==> src/hdl/ssr_pkg.sv <==
// Shared widths and types for the stable score ranker.
package ssr_pkg;

    localparam int SCORE_W = 32;  // input score and max_plus_one width
    localparam int IDX_W   = 5;   // entry_index and max_index port width
    localparam int RANK_W  = 6;   // rank and ranked_count port width

    // Status bits of one cell's stored entry; these move with the entry on unload.
    typedef struct packed {
        logic occ;     // cell holds an entry of the current row
        logic ranked;  // entry's score was non-negative
    } t_ssr_flags;

endpackage

==> src/hdl/ssr_cell.sv <==
// One ranking cell: stores one entry, ranks passing tokens, shifts out on unload.
module ssr_cell #(
    parameter int CW = 6
) (
    input  logic                                  i_clk,
    input  logic                                  i_rst_n,
    input  logic                                  i_shift,
    input  logic                                  i_tok_vld,
    input  logic signed [ssr_pkg::SCORE_W-1:0]    i_tok_score,
    input  logic [CW-1:0]                         i_tok_cnt,
    input  logic [CW-1:0]                         i_tok_base,
    output logic                                  o_tok_vld,
    output logic signed [ssr_pkg::SCORE_W-1:0]    o_tok_score,
    output logic [CW-1:0]                         o_tok_cnt,
    output logic [CW-1:0]                         o_tok_base,
    input  ssr_pkg::t_ssr_flags                   i_nb_flags,
    input  logic [CW-1:0]                         i_nb_rank,
    output ssr_pkg::t_ssr_flags                   o_flags,
    output logic [CW-1:0]                         o_rank
);

    ssr_pkg::t_ssr_flags                   r_flags;
    logic [CW-1:0]                         r_rank;
    logic signed [ssr_pkg::SCORE_W-1:0]    r_score;
    logic                                  r_tok_vld;
    logic signed [ssr_pkg::SCORE_W-1:0]    r_tok_score;
    logic [CW-1:0]                         r_tok_cnt;
    logic [CW-1:0]                         r_tok_base;
    logic                                  w_tok_ranked;
    logic                                  w_hit;

    assign w_tok_ranked = !i_tok_score[ssr_pkg::SCORE_W-1];
    // a ranked newcomer below this entry pushes this entry's rank up
    assign w_hit = i_tok_vld && r_flags.occ && w_tok_ranked && (i_tok_score < r_score);

    always_ff @(posedge i_clk) begin
        if (!i_rst_n) begin
            r_flags   <= '0;
            r_tok_vld <= 1'b0;
        end else if (i_shift) begin
            r_flags   <= i_nb_flags;
            r_tok_vld <= 1'b0;
        end else begin
            r_tok_vld <= i_tok_vld && r_flags.occ;
            if (i_tok_vld && !r_flags.occ) begin
                r_flags.occ    <= 1'b1;
                r_flags.ranked <= w_tok_ranked;
            end
        end
    end

    always_ff @(posedge i_clk) begin
        if (i_shift) begin
            r_rank <= i_nb_rank;
        end else if (i_tok_vld) begin
            if (r_flags.occ) begin
                if (w_hit) begin
                    r_rank <= r_rank + CW'(1);
                end
            end else begin
                r_score <= i_tok_score;
                r_rank  <= w_tok_ranked ? (i_tok_base - i_tok_cnt) : '0;
            end
        end
        r_tok_score <= i_tok_score;
        r_tok_cnt   <= i_tok_cnt + CW'(w_hit);
        r_tok_base  <= i_tok_base;
    end

    assign o_tok_vld   = r_tok_vld;
    assign o_tok_score = r_tok_score;
    assign o_tok_cnt   = r_tok_cnt;
    assign o_tok_base  = r_tok_base;
    assign o_flags     = r_flags;
    assign o_rank      = r_rank;

endmodule

==> src/hdl/stable_score_rank_core.sv <==
// Top level of the stable score ranker: input control, cell chain and result register.
//
// Scores are taken one per cycle while a row is filling. Each accepted score
// becomes a token that walks the chain of cells, one cell per cycle: every
// occupied cell it passes compares against its stored score, bumps its own
// rank when a ranked newcomer is smaller, and adds one to the token's count of
// larger earlier scores; the first empty cell stores the token with rank
// (ranked count before it + 1 - larger count), so ties keep arrival order.
// Negative scores are stored unranked (rank 0). Scores past MAX_ENTRIES are
// dropped and flagged in the overflow field. The beat carrying last closes
// the row: input stalls while tokens still in flight settle, then the chain
// shifts toward cell 0 and one result beat per entry leaves at up to one per
// cycle, in arrival order, with final_res on the last. The unload empties
// the chain, so the next row starts clean. Row-wide fields (ranked_count,
// max_plus_one, max_index, overflow) are the same on every beat of a row.
module stable_score_rank_core #(
    parameter int MAX_ENTRIES = 32
) (
    input  logic                                i_clk,
    input  logic                                i_rst_n,
    input  logic                                i_valid,
    output logic                                o_ready,
    input  logic signed [ssr_pkg::SCORE_W-1:0]  i_score,
    input  logic                                i_last,
    output logic                                o_valid,
    input  logic                                i_ready,
    output logic [ssr_pkg::IDX_W-1:0]           o_entry_index,
    output logic [ssr_pkg::RANK_W-1:0]          o_rank,
    output logic                                o_ranked,
    output logic [ssr_pkg::RANK_W-1:0]          o_ranked_count,
    output logic [ssr_pkg::SCORE_W-1:0]         o_max_plus_one,
    output logic [ssr_pkg::IDX_W-1:0]           o_max_index,
    output logic                                o_overflow,
    output logic                                o_final_res
);

    localparam int CW  = $clog2(MAX_ENTRIES + 1);
    localparam int IW  = $clog2(MAX_ENTRIES);
    localparam int SW  = ssr_pkg::SCORE_W;
    localparam int OIW = ssr_pkg::IDX_W;
    localparam int ORW = ssr_pkg::RANK_W;

    typedef enum logic [2:0] {
        ST_FILL  = 3'b001,
        ST_DRAIN = 3'b010,
        ST_EMIT  = 3'b100
    } t_state;

    t_state                 r_state;
    logic [CW-1:0]          r_count;
    logic [CW-1:0]          r_rank_cnt;
    logic signed [SW-1:0]   r_best;
    logic [IW-1:0]          r_best_idx;
    logic                   r_dropped;
    logic [CW-1:0]          r_emit_idx;

    // token entering cell 0
    logic                   r_tok_vld;
    logic signed [SW-1:0]   r_tok_score;
    logic [CW-1:0]          r_tok_base;

    // result register
    logic                   r_out_vld;
    logic [OIW-1:0]         r_out_idx;
    logic [ORW-1:0]         r_out_rank;
    logic                   r_out_ranked;
    logic [ORW-1:0]         r_out_rcnt;
    logic [SW-1:0]          r_out_mp1;
    logic [OIW-1:0]         r_out_midx;
    logic                   r_out_ovf;
    logic                   r_out_final;

    // chain links: token index k feeds cell k; flags and rank index k come from cell k
    logic                   w_tok_vld   [0:MAX_ENTRIES];
    logic signed [SW-1:0]   w_tok_score [0:MAX_ENTRIES];
    logic [CW-1:0]          w_tok_cnt   [0:MAX_ENTRIES];
    logic [CW-1:0]          w_tok_base  [0:MAX_ENTRIES];
    ssr_pkg::t_ssr_flags    w_flags     [0:MAX_ENTRIES];
    logic [CW-1:0]          w_rank      [0:MAX_ENTRIES];
    logic [MAX_ENTRIES:0]   w_busy;

    logic                   w_in_acc;
    logic                   w_room;
    logic                   w_load;
    logic                   w_shift;
    logic                   w_last_beat;

    assign o_ready  = (r_state == ST_FILL);
    assign w_in_acc = i_valid && o_ready;
    assign w_room   = (r_count < CW'(MAX_ENTRIES));

    // in the emit state, result register takes a beat when empty or being drained this cycle
    assign w_load      = (r_state == ST_EMIT) && (!r_out_vld || i_ready);
    assign w_shift     = w_load;
    assign w_last_beat = (r_emit_idx + CW'(1) == r_count);

    assign w_tok_vld[0]   = r_tok_vld;
    assign w_tok_score[0] = r_tok_score;
    assign w_tok_cnt[0]   = '0;
    assign w_tok_base[0]  = r_tok_base;
    assign w_flags[MAX_ENTRIES] = '0;
    assign w_rank[MAX_ENTRIES]  = '0;

    for (genvar k = 0; k < MAX_ENTRIES; k++) begin : g_cell
        ssr_cell #(
            .CW (CW)
        ) u_cell (
            .i_clk       (i_clk),
            .i_rst_n     (i_rst_n),
            .i_shift     (w_shift),
            .i_tok_vld   (w_tok_vld[k]),
            .i_tok_score (w_tok_score[k]),
            .i_tok_cnt   (w_tok_cnt[k]),
            .i_tok_base  (w_tok_base[k]),
            .o_tok_vld   (w_tok_vld[k+1]),
            .o_tok_score (w_tok_score[k+1]),
            .o_tok_cnt   (w_tok_cnt[k+1]),
            .o_tok_base  (w_tok_base[k+1]),
            .i_nb_flags  (w_flags[k+1]),
            .i_nb_rank   (w_rank[k+1]),
            .o_flags     (w_flags[k]),
            .o_rank      (w_rank[k])
        );
    end

    for (genvar k = 0; k <= MAX_ENTRIES; k++) begin : g_busy
        assign w_busy[k] = w_tok_vld[k];
    end

    // row control and statistics
    always_ff @(posedge i_clk) begin
        if (!i_rst_n) begin
            r_state    <= ST_FILL;
            r_count    <= '0;
            r_rank_cnt <= '0;
            r_best     <= -32'sd1;
            r_best_idx <= '0;
            r_dropped  <= 1'b0;
            r_emit_idx <= '0;
            r_tok_vld  <= 1'b0;
        end else begin
            r_tok_vld <= 1'b0;
            unique case (r_state)
                ST_FILL: begin
                    if (w_in_acc) begin
                        if (w_room) begin
                            r_tok_vld <= 1'b1;
                            r_count   <= r_count + CW'(1);
                            if (!i_score[SW-1]) begin
                                r_rank_cnt <= r_rank_cnt + CW'(1);
                            end
                            if (i_score > r_best) begin
                                r_best     <= i_score;
                                r_best_idx <= r_count[IW-1:0];
                            end
                        end else begin
                            r_dropped <= 1'b1;
                        end
                        if (i_last) begin
                            r_state <= ST_DRAIN;
                        end
                    end
                end
                ST_DRAIN: begin
                    if (!(|w_busy)) begin
                        r_state    <= ST_EMIT;
                        r_emit_idx <= '0;
                    end
                end
                ST_EMIT: begin
                    if (w_load) begin
                        r_emit_idx <= r_emit_idx + CW'(1);
                        if (w_last_beat) begin
                            // row done: back to reset values
                            r_state    <= ST_FILL;
                            r_count    <= '0;
                            r_rank_cnt <= '0;
                            r_best     <= -32'sd1;
                            r_best_idx <= '0;
                            r_dropped  <= 1'b0;
                        end
                    end
                end
                default: begin
                    r_state <= ST_FILL;
                end
            endcase
        end
    end

    // token payload for cell 0
    always_ff @(posedge i_clk) begin
        if (w_in_acc) begin
            r_tok_score <= i_score;
            r_tok_base  <= r_rank_cnt + CW'(1);
        end
    end

    // result register
    always_ff @(posedge i_clk) begin
        if (!i_rst_n) begin
            r_out_vld <= 1'b0;
        end else if (w_load) begin
            r_out_vld <= 1'b1;
        end else if (i_ready) begin
            r_out_vld <= 1'b0;
        end
    end

    always_ff @(posedge i_clk) begin
        if (w_load) begin
            r_out_idx    <= OIW'(r_emit_idx);
            r_out_rank   <= ORW'(w_rank[0]);
            r_out_ranked <= w_flags[0].ranked;
            r_out_rcnt   <= ORW'(r_rank_cnt);
            r_out_mp1    <= r_best + 32'sd1;
            r_out_midx   <= OIW'(r_best_idx);
            r_out_ovf    <= r_dropped;
            r_out_final  <= w_last_beat;
        end
    end

    assign o_valid        = r_out_vld;
    assign o_entry_index  = r_out_idx;
    assign o_rank         = r_out_rank;
    assign o_ranked       = r_out_ranked;
    assign o_ranked_count = r_out_rcnt;
    assign o_max_plus_one = r_out_mp1;
    assign o_max_index    = r_out_midx;
    assign o_overflow     = r_out_ovf;
    assign o_final_res    = r_out_final;

endmodule
==> config.mk <==
export PLATFORM = sky130hd
export DESIGN_NAME = stable_score_rank_core
export DESIGN_NICKNAME = d
export VERILOG_FILES = /design/src/hdl/ssr_pkg.sv /design/src/hdl/ssr_cell.sv /design/src/hdl/stable_score_rank_core.sv
export SDC_FILE = /design/constraint.sdc
export NUM_CORES = 2
export LEC_CHECK = 0
export BUFFER_PORTS_ARGS = -buffer_cell sky130_fd_sc_hd__buf_2
export CORE_MARGIN = 2
export CORE_UTILIZATION = 44
export DETAILED_ROUTE_END_ITERATION = 12
export GPL_TIMING_DRIVEN = 0
export PLACE_DENSITY = 0.55
export SLEW_MARGIN = 20
export SYNTH_ARGS = -nofsm -noshare
export SYNTH_HDL_FRONTEND = slang
export SYNTH_SLANG_ARGS = --single-unit
==> constraint.sdc <==
create_clock -name i_clk -period 12.5 [get_ports i_clk]
set_input_delay 1.875 -clock i_clk [delete_from_list [all_inputs] [get_ports i_clk]]
set_output_delay 1.875 -clock i_clk [all_outputs]
set_load 0.02 [all_outputs]
==> metrics.txt <==
outcome=complete, no violations; root buf cell=clkbuf_16; peak supply drop=135 uV; WHS=0.335 ns; Initial Utilization=44.2%; postcts setup bufs=0; placed cells=12800; Layout Nets=11100; Clock Latency Late Sink=0.92 ns; overall power=20.1 mW; commonest register cell after synthesis=dfxtp_1; worst relative slew slack=17.8%; H-tree levels=5; IO buf count=95; total congestion overflow=0; achievable clock frequency=211 MHz; Fin. Hold Viols=0; Pwr Density=155 nW/um^2; Worst Setup End Kind=register; # hold bufs at CTS=0; Iter 0 DRT Violations=3310; post-synthesis cell area=114000 um^2; CTS tree=built; ys async rst share=0%; Layout area overhead=13.9%; Clock Skews=0.0721 ns; RR Startpoint=r_state[1]; 1st-pass router iterations=8; crit path DAT=5.35 ns; Site Rows=186; DP Wirelength=173000 um; Ports=96; global-route wire length before repair=371000 um; # DRC=0; routed via count=66900; Post-synth EDFFs=1305; library cells used by synthesis=80; commonest non-fill, non-tap cell in the layout=dfxtp_1; TNS Setup=0 ns; crit share post-route=37.9%; Routed Antenna Nets=0; synth top area cells=edfxtp_1 34%, dfxtp_1 27%, ha_1 14%; Hold Path Class=reg -> reg; hold path endpoint=g_cell[26].u_cell.o_tok_score[0]; Core Region=257000 um^2; Synth Register Bits=2817; Syn Nets=10600; Critical R2R Capture=g_cell[1].u_cell.r_score[27]; Critical Path Start Type=primary input; CTS Buf Count=313; critical-path maximum fanout=53; Seq/Total Area, Yosys=61.1%; Setup Viol. Count Final=0; worst reg2reg setup slack=8.15 ns; hold depth=0; commonest cells after routing, fill and taps aside=1512 x dfxtp_1, 1305 x edfxtp_1, 1265 x ha_1, 1237 x inv_1, 550 x nor2_1; R2R depth=10; WP data required=13.11 ns; top cell type's share of synthesized area=34.5%; Max-Cap Viols=0; CTS resizes=0; ratio of cells with drive above 1 in the final layout=6.89%; initial antenna violation count=3; CTS sink cnt=2817; Synth area leader=edfxtp_1; total track usage=17.5%; Syn. warnings=0; Max Root-Sink Buffers=4; Syn Inst Count=9307; Mean Syn Cell Area=12.2 um^2; Cell Count, Final, Fillers Out=13400; Clk pin slew, worst setup/hold paths=0.06 ns; largest net degree at the start of global routing=54; WL per Instance=17.2 um; drt via density=5.00; Slew @ Worst Pin=1.20 ns; RSZ-0062 raised after global routing=false; number of global-route vias before repair=67900; full die area=262000 um^2; Final Core Density=50.4%; die height=512 um; HP Start=g_cell[25].u_cell.o_tok_score[0]; fin. max-slew vios=0; GP Congestion=0.840; critical path type=in -> reg; Period minus WS final=4.74 ns; Die X-Extent=512 um; static leakage=55.5 nW; routed wire length=230000 um
metrics by stage:
step | setup WS (ns) | area, um^2
floorplan | 6.23 | 114000
global placement | 1.60 | 118000
detailed placement | 6.78 | 119000
CTS | 7.77 | 129000
global route | 7.70 | 129000
finish | 7.76 | 129000
logic make-up after synthesis:
logic type               share of synthesized area [%]
buffers and inverters                             4.54
multiplexers                                     0.154
XOR/XNOR                                          3.35
AO/OA/AOI/OAI                                     8.32
AND/OR/NAND/NOR                                   8.05
flip-flops                                        61.1
adder cells (fa/ha/maj)                           14.5
final cells by class:
class	instances	area [um^2]
sequential	2817	69500
clock buffer	451	9110
clock inverter	103	988
multi-input combinational	5121	39200
tap	3384	4230
inverter	1239	4650
timing repair buffer	129	1200
fill	22700	128000
antenna	1	2.50
buffer	130	522
report_power, final:
part | total [mW] | internal (mW) | switching, mW
clock network | 8.93 | 5.38 | 3.55
registers | 10.3 | 9.97 | 0.293
logic | 0.886 | 0.409 | 0.478
total | 20.1 | 15.8 | 4.32
worst max path at each step:
stage	startpoint	endpoint	slack [ns]	cells past startpoint
after floorplan	i_ready	g_cell[0].u_cell.r_score[0]	6.23	7
after global placement	i_ready	g_cell[21].u_cell.r_score[2]	1.60	8
after detailed placement	i_ready	g_cell[1].u_cell.r_score[0]	6.78	10
after CTS	i_ready	g_cell[1].u_cell.r_score[27]	7.77	10
after global routing	i_ready	g_cell[1].u_cell.r_score[27]	7.70	10
final	i_ready	g_cell[1].u_cell.r_score[27]	7.76	10
state kept, by name, summed over array words and instances (netlist names), 32 cells and up:
signal,flops
r_best,32
o_max_plus_one,32
r_tok_score,32
g_cell.u_cell.o_flags,64
g_cell.u_cell.o_tok_score,992
g_cell.u_cell.o_tok_vld,32
g_cell.u_cell.o_rank,192
g_cell.u_cell.r_score,1024
g_cell.u_cell.o_tok_cnt,171
g_cell.u_cell.o_tok_base,186
synthesized netlist by cell type (7+ instances only):
cell type / count
a21o_1: 356
o311ai_0: 11
o21a_1: 20
edfxtp_1: 1305
a31oi_1: 10
nor2b_1: 69
a21oi_1: 456
a211oi_1: 42
or2_2: 11
o221ai_1: 7
and2_1: 13
and4_1: 7
o31ai_1: 8
mux2i_1: 7
nand4_1: 178
and3_1: 40
nand3_1: 224
o21ai_1: 13
o211ai_1: 32
o21ai_0: 304
xnor2_1: 253
nor3b_1: 58
dfxtp_1: 1512
inv_1: 1238
nand2b_1: 83
nor2_1: 582
nand2_1: 374
nor4_1: 28
or4_1: 8
fa_1: 30
xor2_1: 181
a2111oi_0: 14
a221oi_1: 110
nor3_1: 176
clkbuf_1: 119
ha_1: 1265
nand3b_1: 13
a21boi_0: 35
mux2_2: 8
critical path, stage by stage:
cell,delay (ns)
buf_2,0.09
nand2b_1,0.20
nand2_1,0.14
clkinv_1,0.37
clkbuf_1,0.50
clkbuf_1,0.50
clkbuf_4,0.49
buf_16,0.32
nor2_4,0.52
buf_16,0.23
per-layer routing:
metal	wire (um)	global-route usage, %	share of wire, %
met5	249	0	0.11
met4	7450	5.82	3.2
met3	7640	2.35	3.3
met2	108000	29.2	47
met1	106000	23.4	46
Power figures use the tool's default switching activity.
